<file path="src/sv/sbcc_pkg.sv">
`timescale 1ns / 1ps
// ----------------------------------------------------------------------------
// sbcc_pkg
// Shared types and constants of the segment box collision check core.
// ----------------------------------------------------------------------------
package sbcc_pkg;

	// default sizes
	localparam int MAX_OBSTACLES_DEF = 64;
	localparam int DIMS_DEF          = 3;
	localparam int MAX_STEPS_DEF     = 65536;

	// configuration register indexes
	localparam logic [2:0] CFG_ACTIVE_DIMS    = 3'd0;
	localparam logic [2:0] CFG_OBSTACLE_COUNT = 3'd1;
	localparam logic [2:0] CFG_ROBOT_SIZE_X   = 3'd2;
	localparam logic [2:0] CFG_ROBOT_SIZE_Y   = 3'd3;
	localparam logic [2:0] CFG_ROBOT_SIZE_Z   = 3'd4;
	localparam logic [2:0] CFG_STEP_LENGTH    = 3'd5;

	// transaction function codes
	localparam logic FUNC_LOAD  = 1'b0;
	localparam logic FUNC_QUERY = 1'b1;

	// iteration lengths of the root and divider units
	localparam logic [6:0] SQRT_ITERS  = 7'd34;
	localparam logic [6:0] NDIV_ITERS  = 7'd34;
	localparam logic [6:0] IDIV_ITERS  = 7'd79;

	typedef enum logic [1:0] {
		ST_LOADED   = 2'd0,
		ST_CLEAR    = 2'd1,
		ST_COLLIDE  = 2'd2,
		ST_TOO_LONG = 2'd3
	} status_t;

	typedef enum logic [4:0] {
		OP_NONE,
		OP_CAPTURE,
		OP_LOAD,
		OP_SQ,
		OP_SQACC,
		OP_SQRT_INIT,
		OP_SQRT,
		OP_NDIV_INIT,
		OP_DIV,
		OP_MUL,
		OP_IDIV_INIT,
		OP_INC_SET,
		OP_WALK_INIT,
		OP_PT_INIT,
		OP_RD,
		OP_CMP,
		OP_ADV,
		OP_END_INIT
	} op_t;

	typedef enum logic [4:0] {
		S_IDLE,
		S_LOAD,
		S_SQ,
		S_SQACC,
		S_SQRT_INIT,
		S_SQRT,
		S_NDIV_INIT,
		S_NDIV,
		S_CHKN,
		S_MUL,
		S_IDIV_INIT,
		S_IDIV,
		S_INC_SET,
		S_WALK_INIT,
		S_PT_INIT,
		S_RD,
		S_CMP,
		S_ADV,
		S_END_INIT,
		S_DONE
	} state_t;

	typedef struct packed {
		op_t     op;
		logic    emit;
		status_t res;
	} cmd_t;

	typedef struct packed {
		logic last_dim;
		logic last_ob;
		logic cnt_zero;
		logic cmp_fail;
		logic iter_done;
		logic too_long;
		logic n_zero;
		logic last_point;
	} stat_t;

endpackage

</file>
<file path="src/sv/sbcc_ctrl.sv">
`timescale 1ns / 1ps
// ----------------------------------------------------------------------------
// sbcc_ctrl
// Sequencer: steps the datapath through load, length, walk and box checks.
// ----------------------------------------------------------------------------
module sbcc_ctrl
	import sbcc_pkg::*;
(
	input  logic  clk,
	input  logic  arst_n,
	input  logic  in_valid,
	input  logic  func,
	output logic  in_stall,
	output logic  out_valid,
	input  logic  out_stall,
	input  stat_t st,
	output cmd_t  cmd
);

	state_t  state_q, state_d;
	status_t res_q, res_d;
	logic    end_q, end_d;
	logic    out_valid_q;
	logic    out_free;

	assign out_free  = !out_valid_q || !out_stall;
	assign in_stall  = (state_q != S_IDLE);
	assign out_valid = out_valid_q;

	// hold state, pending result code and end point flag
	always_ff @(posedge clk or negedge arst_n) begin
		if (!arst_n) begin
			state_q     <= S_IDLE;
			res_q       <= ST_LOADED;
			end_q       <= 1'b0;
			out_valid_q <= 1'b0;
		end else begin
			state_q <= state_d;
			res_q   <= res_d;
			end_q   <= end_d;
			if (cmd.emit)
				out_valid_q <= 1'b1;
			else if (!out_stall)
				out_valid_q <= 1'b0;
		end
	end

	// next state and commands
	always_comb begin
		state_d  = state_q;
		res_d    = res_q;
		end_d    = end_q;
		cmd.op   = OP_NONE;
		cmd.emit = 1'b0;
		cmd.res  = res_q;
		unique case (state_q)
			S_IDLE: begin
				if (in_valid) begin
					cmd.op  = OP_CAPTURE;
					state_d = (func == FUNC_LOAD) ? S_LOAD : S_SQ;
				end
			end
			S_LOAD: begin
				cmd.op  = OP_LOAD;
				res_d   = ST_LOADED;
				state_d = S_DONE;
			end
			S_SQ: begin
				cmd.op  = OP_SQ;
				state_d = S_SQACC;
			end
			S_SQACC: begin
				cmd.op  = OP_SQACC;
				state_d = st.last_dim ? S_SQRT_INIT : S_SQ;
			end
			S_SQRT_INIT: begin
				cmd.op  = OP_SQRT_INIT;
				state_d = S_SQRT;
			end
			S_SQRT: begin
				cmd.op = OP_SQRT;
				if (st.iter_done)
					state_d = S_NDIV_INIT;
			end
			S_NDIV_INIT: begin
				cmd.op  = OP_NDIV_INIT;
				state_d = S_NDIV;
			end
			S_NDIV: begin
				cmd.op = OP_DIV;
				if (st.iter_done)
					state_d = S_CHKN;
			end
			S_CHKN: begin
				if (st.too_long) begin
					res_d   = ST_TOO_LONG;
					state_d = S_DONE;
				end else if (st.n_zero) begin
					state_d = S_END_INIT;
				end else begin
					state_d = S_MUL;
				end
			end
			S_MUL: begin
				cmd.op  = OP_MUL;
				state_d = S_IDIV_INIT;
			end
			S_IDIV_INIT: begin
				cmd.op  = OP_IDIV_INIT;
				state_d = S_IDIV;
			end
			S_IDIV: begin
				cmd.op = OP_DIV;
				if (st.iter_done)
					state_d = S_INC_SET;
			end
			S_INC_SET: begin
				cmd.op  = OP_INC_SET;
				state_d = st.last_dim ? S_WALK_INIT : S_MUL;
			end
			S_WALK_INIT: begin
				cmd.op  = OP_WALK_INIT;
				end_d   = 1'b0;
				state_d = S_PT_INIT;
			end
			S_PT_INIT: begin
				cmd.op = OP_PT_INIT;
				// no boxes: the point is clear
				if (st.cnt_zero) begin
					if (end_q) begin
						res_d   = ST_CLEAR;
						state_d = S_DONE;
					end else begin
						state_d = S_ADV;
					end
				end else begin
					state_d = S_RD;
				end
			end
			S_RD: begin
				cmd.op  = OP_RD;
				state_d = S_CMP;
			end
			S_CMP: begin
				cmd.op = OP_CMP;
				priority if (!st.cmp_fail && st.last_dim) begin
					res_d   = ST_COLLIDE;
					state_d = S_DONE;
				end else if (st.cmp_fail && st.last_ob) begin
					if (end_q) begin
						res_d   = ST_CLEAR;
						state_d = S_DONE;
					end else begin
						state_d = S_ADV;
					end
				end else if (st.cmp_fail) begin
					state_d = S_RD;
				end else begin
					state_d = S_RD;
				end
			end
			S_ADV: begin
				cmd.op  = OP_ADV;
				state_d = st.last_point ? S_END_INIT : S_PT_INIT;
			end
			S_END_INIT: begin
				cmd.op  = OP_END_INIT;
				end_d   = 1'b1;
				state_d = S_PT_INIT;
			end
			S_DONE: begin
				if (out_free) begin
					cmd.emit = 1'b1;
					state_d  = S_IDLE;
				end
			end
			default: state_d = S_IDLE;
		endcase
	end

`ifndef SYNTHESIS
	a_emit_free: assert property (@(posedge clk) disable iff (!arst_n)
		cmd.emit |-> (!out_valid_q || !out_stall))
		else $error("result emitted over an untaken result");
	a_accept_busy: assert property (@(posedge clk) disable iff (!arst_n)
		(in_valid && !in_stall) |=> in_stall)
		else $error("block not busy after accepting a transaction");
	a_cmp_after_rd: assert property (@(posedge clk) disable iff (!arst_n)
		(state_q == S_CMP) |-> ($past(state_q) == S_RD))
		else $error("compare without a table read");
	a_valid_from_done: assert property (@(posedge clk) disable iff (!arst_n)
		$rose(out_valid_q) |-> ($past(state_q) == S_DONE))
		else $error("result raised outside the done state");
`endif

endmodule

</file>
<file path="config.mk">
export PLATFORM = sky130hd
export DESIGN_NAME = sbcc_ctrl
export DESIGN_NICKNAME = d
export VERILOG_FILES = /design/src/sv/sbcc_pkg.sv /design/src/sv/sbcc_ctrl.sv
export SDC_FILE = /design/constraint.sdc
export NUM_CORES = 1
export LEC_CHECK = 0
export BUFFER_PORTS_ARGS = -buffer_cell sky130_fd_sc_hd__buf_4
export CORE_MARGIN = 8
export CORE_UTILIZATION = 57
export CTS_CLUSTER_DIAMETER = 50
export CTS_CLUSTER_SIZE = 12
export DETAILED_ROUTE_END_ITERATION = 10
export PLACE_DENSITY = 0.84
export SETUP_SLACK_MARGIN = 0.05
export SLEW_MARGIN = 20
export SYNTH_ARGS = -nofsm -noshare
export SYNTH_HDL_FRONTEND = slang
export SYNTH_SLANG_ARGS = --single-unit
</file>
<file path="constraint.sdc">
create_clock -name clk -period 2.15 [get_ports clk]
set_input_delay 0.215 -clock clk [delete_from_list [all_inputs] [get_ports clk]]
set_output_delay 0.215 -clock clk [all_outputs]
set_load 0.05 [all_outputs]
</file>
After elaboration in Yosys (flattened, before gate mapping). Index checks and enable logic that the tools add are counted. Widths: inputs -> output; s select.

Logic and storage cells: 75. Memory bits (read-only): 0. Bits in writable memories: 0. Register bits after elaboration: 9. Latch bits: 0. Output and inout port bits: 10. Memories kept: 0. Input bits: 13.

Bitwise logic cells: 0. Multiplexer cells: 29. Add/subtract/negate cells: 0. Multipliers: 0. Divide/modulo/power cells: 0. Equality and inequality tests: 28. Reductions and logical operators: 14. Shift operators: 0. Magnitude comparators: 0.

Operator list (count): $pmux 5 s19 (1); $pmux 5 s17 (1); $mux 5 (11); $eq 5x4->1 const B (8); $eq 5x3->1 const B (4); $eq 5x5->1 const B (4); $mux 2 (7); $ne 2x2->1 const B (7); $eq 5x2->1 const B (2); $pmux 2 s4 (1); $mux 3 (2); $eq 5x1->1 const B (1); $logic_not 5->1 (1); $mux 1 (5); $reduce_and 5->1 (1); $reduce_bool 5->1 (1); $reduce_and 4->1 (1); $reduce_bool 4->1 (1); $reduce_or 2->1 (2); $logic_not 1->1 (3); $ne 3x3->1 const B (1); $logic_and 1x1->1 (2); $ne 2x1->1 const B (1); $pmux 1 s2 (1); other kinds (2) (2).

Longest topological paths before layout.
Word-level depth: 5. Depth in mapped cells: 6. Gate-level depth less buffers: 5.

Least setup slack after synthesis. No wires, ideal clock.

Kind: register to output. Start point: register state_q[3]. End point: output cmd[3] (netlist name). Slack: -0.228 ns. Buffers on the path: 1. Arrival time: 2.163 ns. Stages on the path, launching flop included: 4. Cell sequence: dfrtp_1 -> buf_2 -> or2_2 -> o32ai_1.

RTL lines: start, declared (line sbcc_ctrl.sv:20) `state_t state_q, state_d;`; start signal, assigned (line sbcc_ctrl.sv:38) `state_q <= state_d;`; end, declared (line sbcc_ctrl.sv:17) `output cmd_t cmd`.

==> results.cfg <==
[outcome]
status = complete, no violations

[worst_setup_path]
cp_common_cell = buf_4
r2r_end = res_q[0]
cp_top_family = flip-flops
cp_data_required_time_ns = 1.93
path_cells = buf_4 -> or2_2 -> o32ai_2 -> buf_4
max_stage_delay_ns = 0.50
path_depth = 4
arrival_ns = 1.80
startpoint_type = register
crit_end = cmd[3]
r2r-start = state_q[0]
r2r_setup_slack_ns = 0.32
slowest_stage = dfrtp_2
worstSetupPathType = reg2out
ff2ff_path_depth = 6
endpoint_kind = output pin
critPathMaxFanout = 10
startpoint = state_q[2]
crit_buf_inv = 2

[die]
initial_core_util_pct = 58.20
io_pins = 23
fp.dieArea_um2 = 3283
row_count = 15
core_area_um2 = 1670
die_y_um = 57.30
die_x_um = 57.30

[finish]
antennaDiodeCount = 0
fin_util_pct = 73.41
fin_cells = 181
filler_cell_count = 134
nNetsFinal = 178
layout_commonest_cell = buf_4
drive_gt1_share_pct = 28.05
final_cell_mix = buf_4, a21oi_1, nor2_1, nand2_1, o21ai_0
area_growth_pct = 26.13

[synth]
synth_top_cell_area_share_pct = 23.17
synth_top_area_cell = dfrtp_1
syn_inst = 141
synth.avg_cell_area_um2 = 6.895
synthArstFlopShare_pct = 100.0
synth_warnings = 0
yosysUniqueCellTypes = 45
synth_edf_count = 0
synth_area_leaders = dfrtp_1, a21oi_1, o21ai_0
ys_ff_latch = 9
ys.flop_type = dfrtp_1
synth-seq-area-share_pct = 23.17
synth_area_um2 = 972.2
syn_nets = 154

[drt]
finalWirelength_um = 3157
drtPass1Iterations = 6
dr_total_vias = 1248
wl_per_cell_um = 17.44
drcViolationCount = 0
drtIter0Drc = 82
ant_nets = 0
vias_per_cell = 6.895

[sta]
finalSetupViolations = 0
hold_violations = 0
rsz0062_at_grt = false
period_needed_ns = 2.012
fin_ws_ns = 0.1381
maxSlewHeadroom_pct = 66.86
clock.fmax_mhz = 497.1
worst_pin_slew_ns = 0.4971
drv_slew = 0
post-route-period-util_pct = 93.58
fin_tns_setup_ns = 0
fin_skew_ns = 0.003917

[global_route]
grt_first_pass_wirelength_um = 5106
antenna_found_initial = 0
grt_pass1_vias = 1103
overflow = 0
globalRouteTotalUtil_pct = 18.94
grt_max_degree = 18

[clocking]
cts-root-buf = clkbuf_4
clkSinkCount = 9
clk_latency_ns = 0.27
cts_tree = built
htreeDepth = 1
cts_setup_buffers = 0
clkTransAtPathRegs_ns = 0.06
cts_buffers = 3
clockBufferDepth = 2

[place]
dp_hpwl_um = 2378
dp_slack_ns = 0.3080
io_buffers = 22
placed_cells_incl_taps = 176
place_congestion = 0.9797

[min_path]
hold_class = in2reg

[power_and_ir_drop]
power_leakage_nw = 0.5201
p_per_area_nw_per_um2 = 1702
p_total_mw = 2.087
vdd_drop_max_v = 0.001160

[run]
maxCapViolations = 0
## timing repair
action,4_1_cts,5_1_grt
gates resized for setup,0,7
hold buffers,1,0
setup endpoints to repair,0,4
hold endpoints to repair,9,0
## flip-flops by register name, indices dropped and copies added, names as in the netlist
register / flops
res_q: 2
state_q: 5
out_valid: 1
end_q: 1
## synth_stat cells (2+ instances only)
library cell and number:
a21oi_1 14, inv_1 6, dfrtp_1 9, o32ai_1 3, nor4_1 4, a211oi_1 2, nand3_1 6, o21ai_0 10
nand2_1 11, buf_1 2, o32a_1 2, buf_2 8, a22oi_1 2, nor3_1 6, o22ai_1 5, nor2b_1 5
nor2_1 12, nand2b_1 4, or3_1 2, a31oi_1 3
## stage by stage
step / instance area [um^2] / hold slack, ns
floorplan: 987.2 / -0.08059
global placement: 1175 / 0.04318
CTS: 1211 / 0.2005
detailed placement: 1175 / 0.04561
finish: 1226 / 0.2003
global route: 1226 / 0.2215
## cell type report
class,count,area (um^2),share of cell area (%)
clock buffers,4,26.28,2.143
multi-input cells,114,694.4,56.63
well taps,17,21.27,1.735
flip-flops and latches,9,230.2,18.78
inverters,7,26.28,2.143
repair buffers,30,227.7,18.57
## worst reg2reg max path, delay by kind of cell, from the launching register on
kind | cells | cell delay [ns]
compound gates | 2 | 0.30
simple gates | 3 | 0.76
flops | 1 | 0.47
buf+inv | 1 | 0.20
## routing by layer
| layer | share of wire, % | GRT usage (%) | wire length [um] |
|---|---|---|---|
| met5 | 0 | 0 | 0 |
| met1 | 40 | 23.87 | 1255 |
| met4 | 0.86 | 7.857 | 27 |
| met2 | 47 | 29.47 | 1489 |
| met3 | 12 | 5.157 | 385 |
## kinds of logic after synthesis
family	synth area share, %
simple gates	31.53
compound gates	35.52
buf+inv	7.979
flops	23.17
xor+xnor	1.802
## worst min-delay path by stage
stage	startpoint	endpoint	cells past startpoint
after detailed placement	arst_n	res_q[1]	1
after global placement	arst_n	state_q[4]	1
after floorplan	arst_n	end_q	0
final	out_stall	out_valid	3
after global routing	st[5]	state_q[4]	3
after CTS	out_stall	out_valid	3
## where the power goes
group / total, mW / switching (mW) / internal [mW]
Combinational: 1.56 / 0.983 / 0.573
Sequential: 0.396 / 0.156 / 0.240
Clock: 0.134 / 0.0627 / 0.0717
Power figures use the tool's default switching activity.
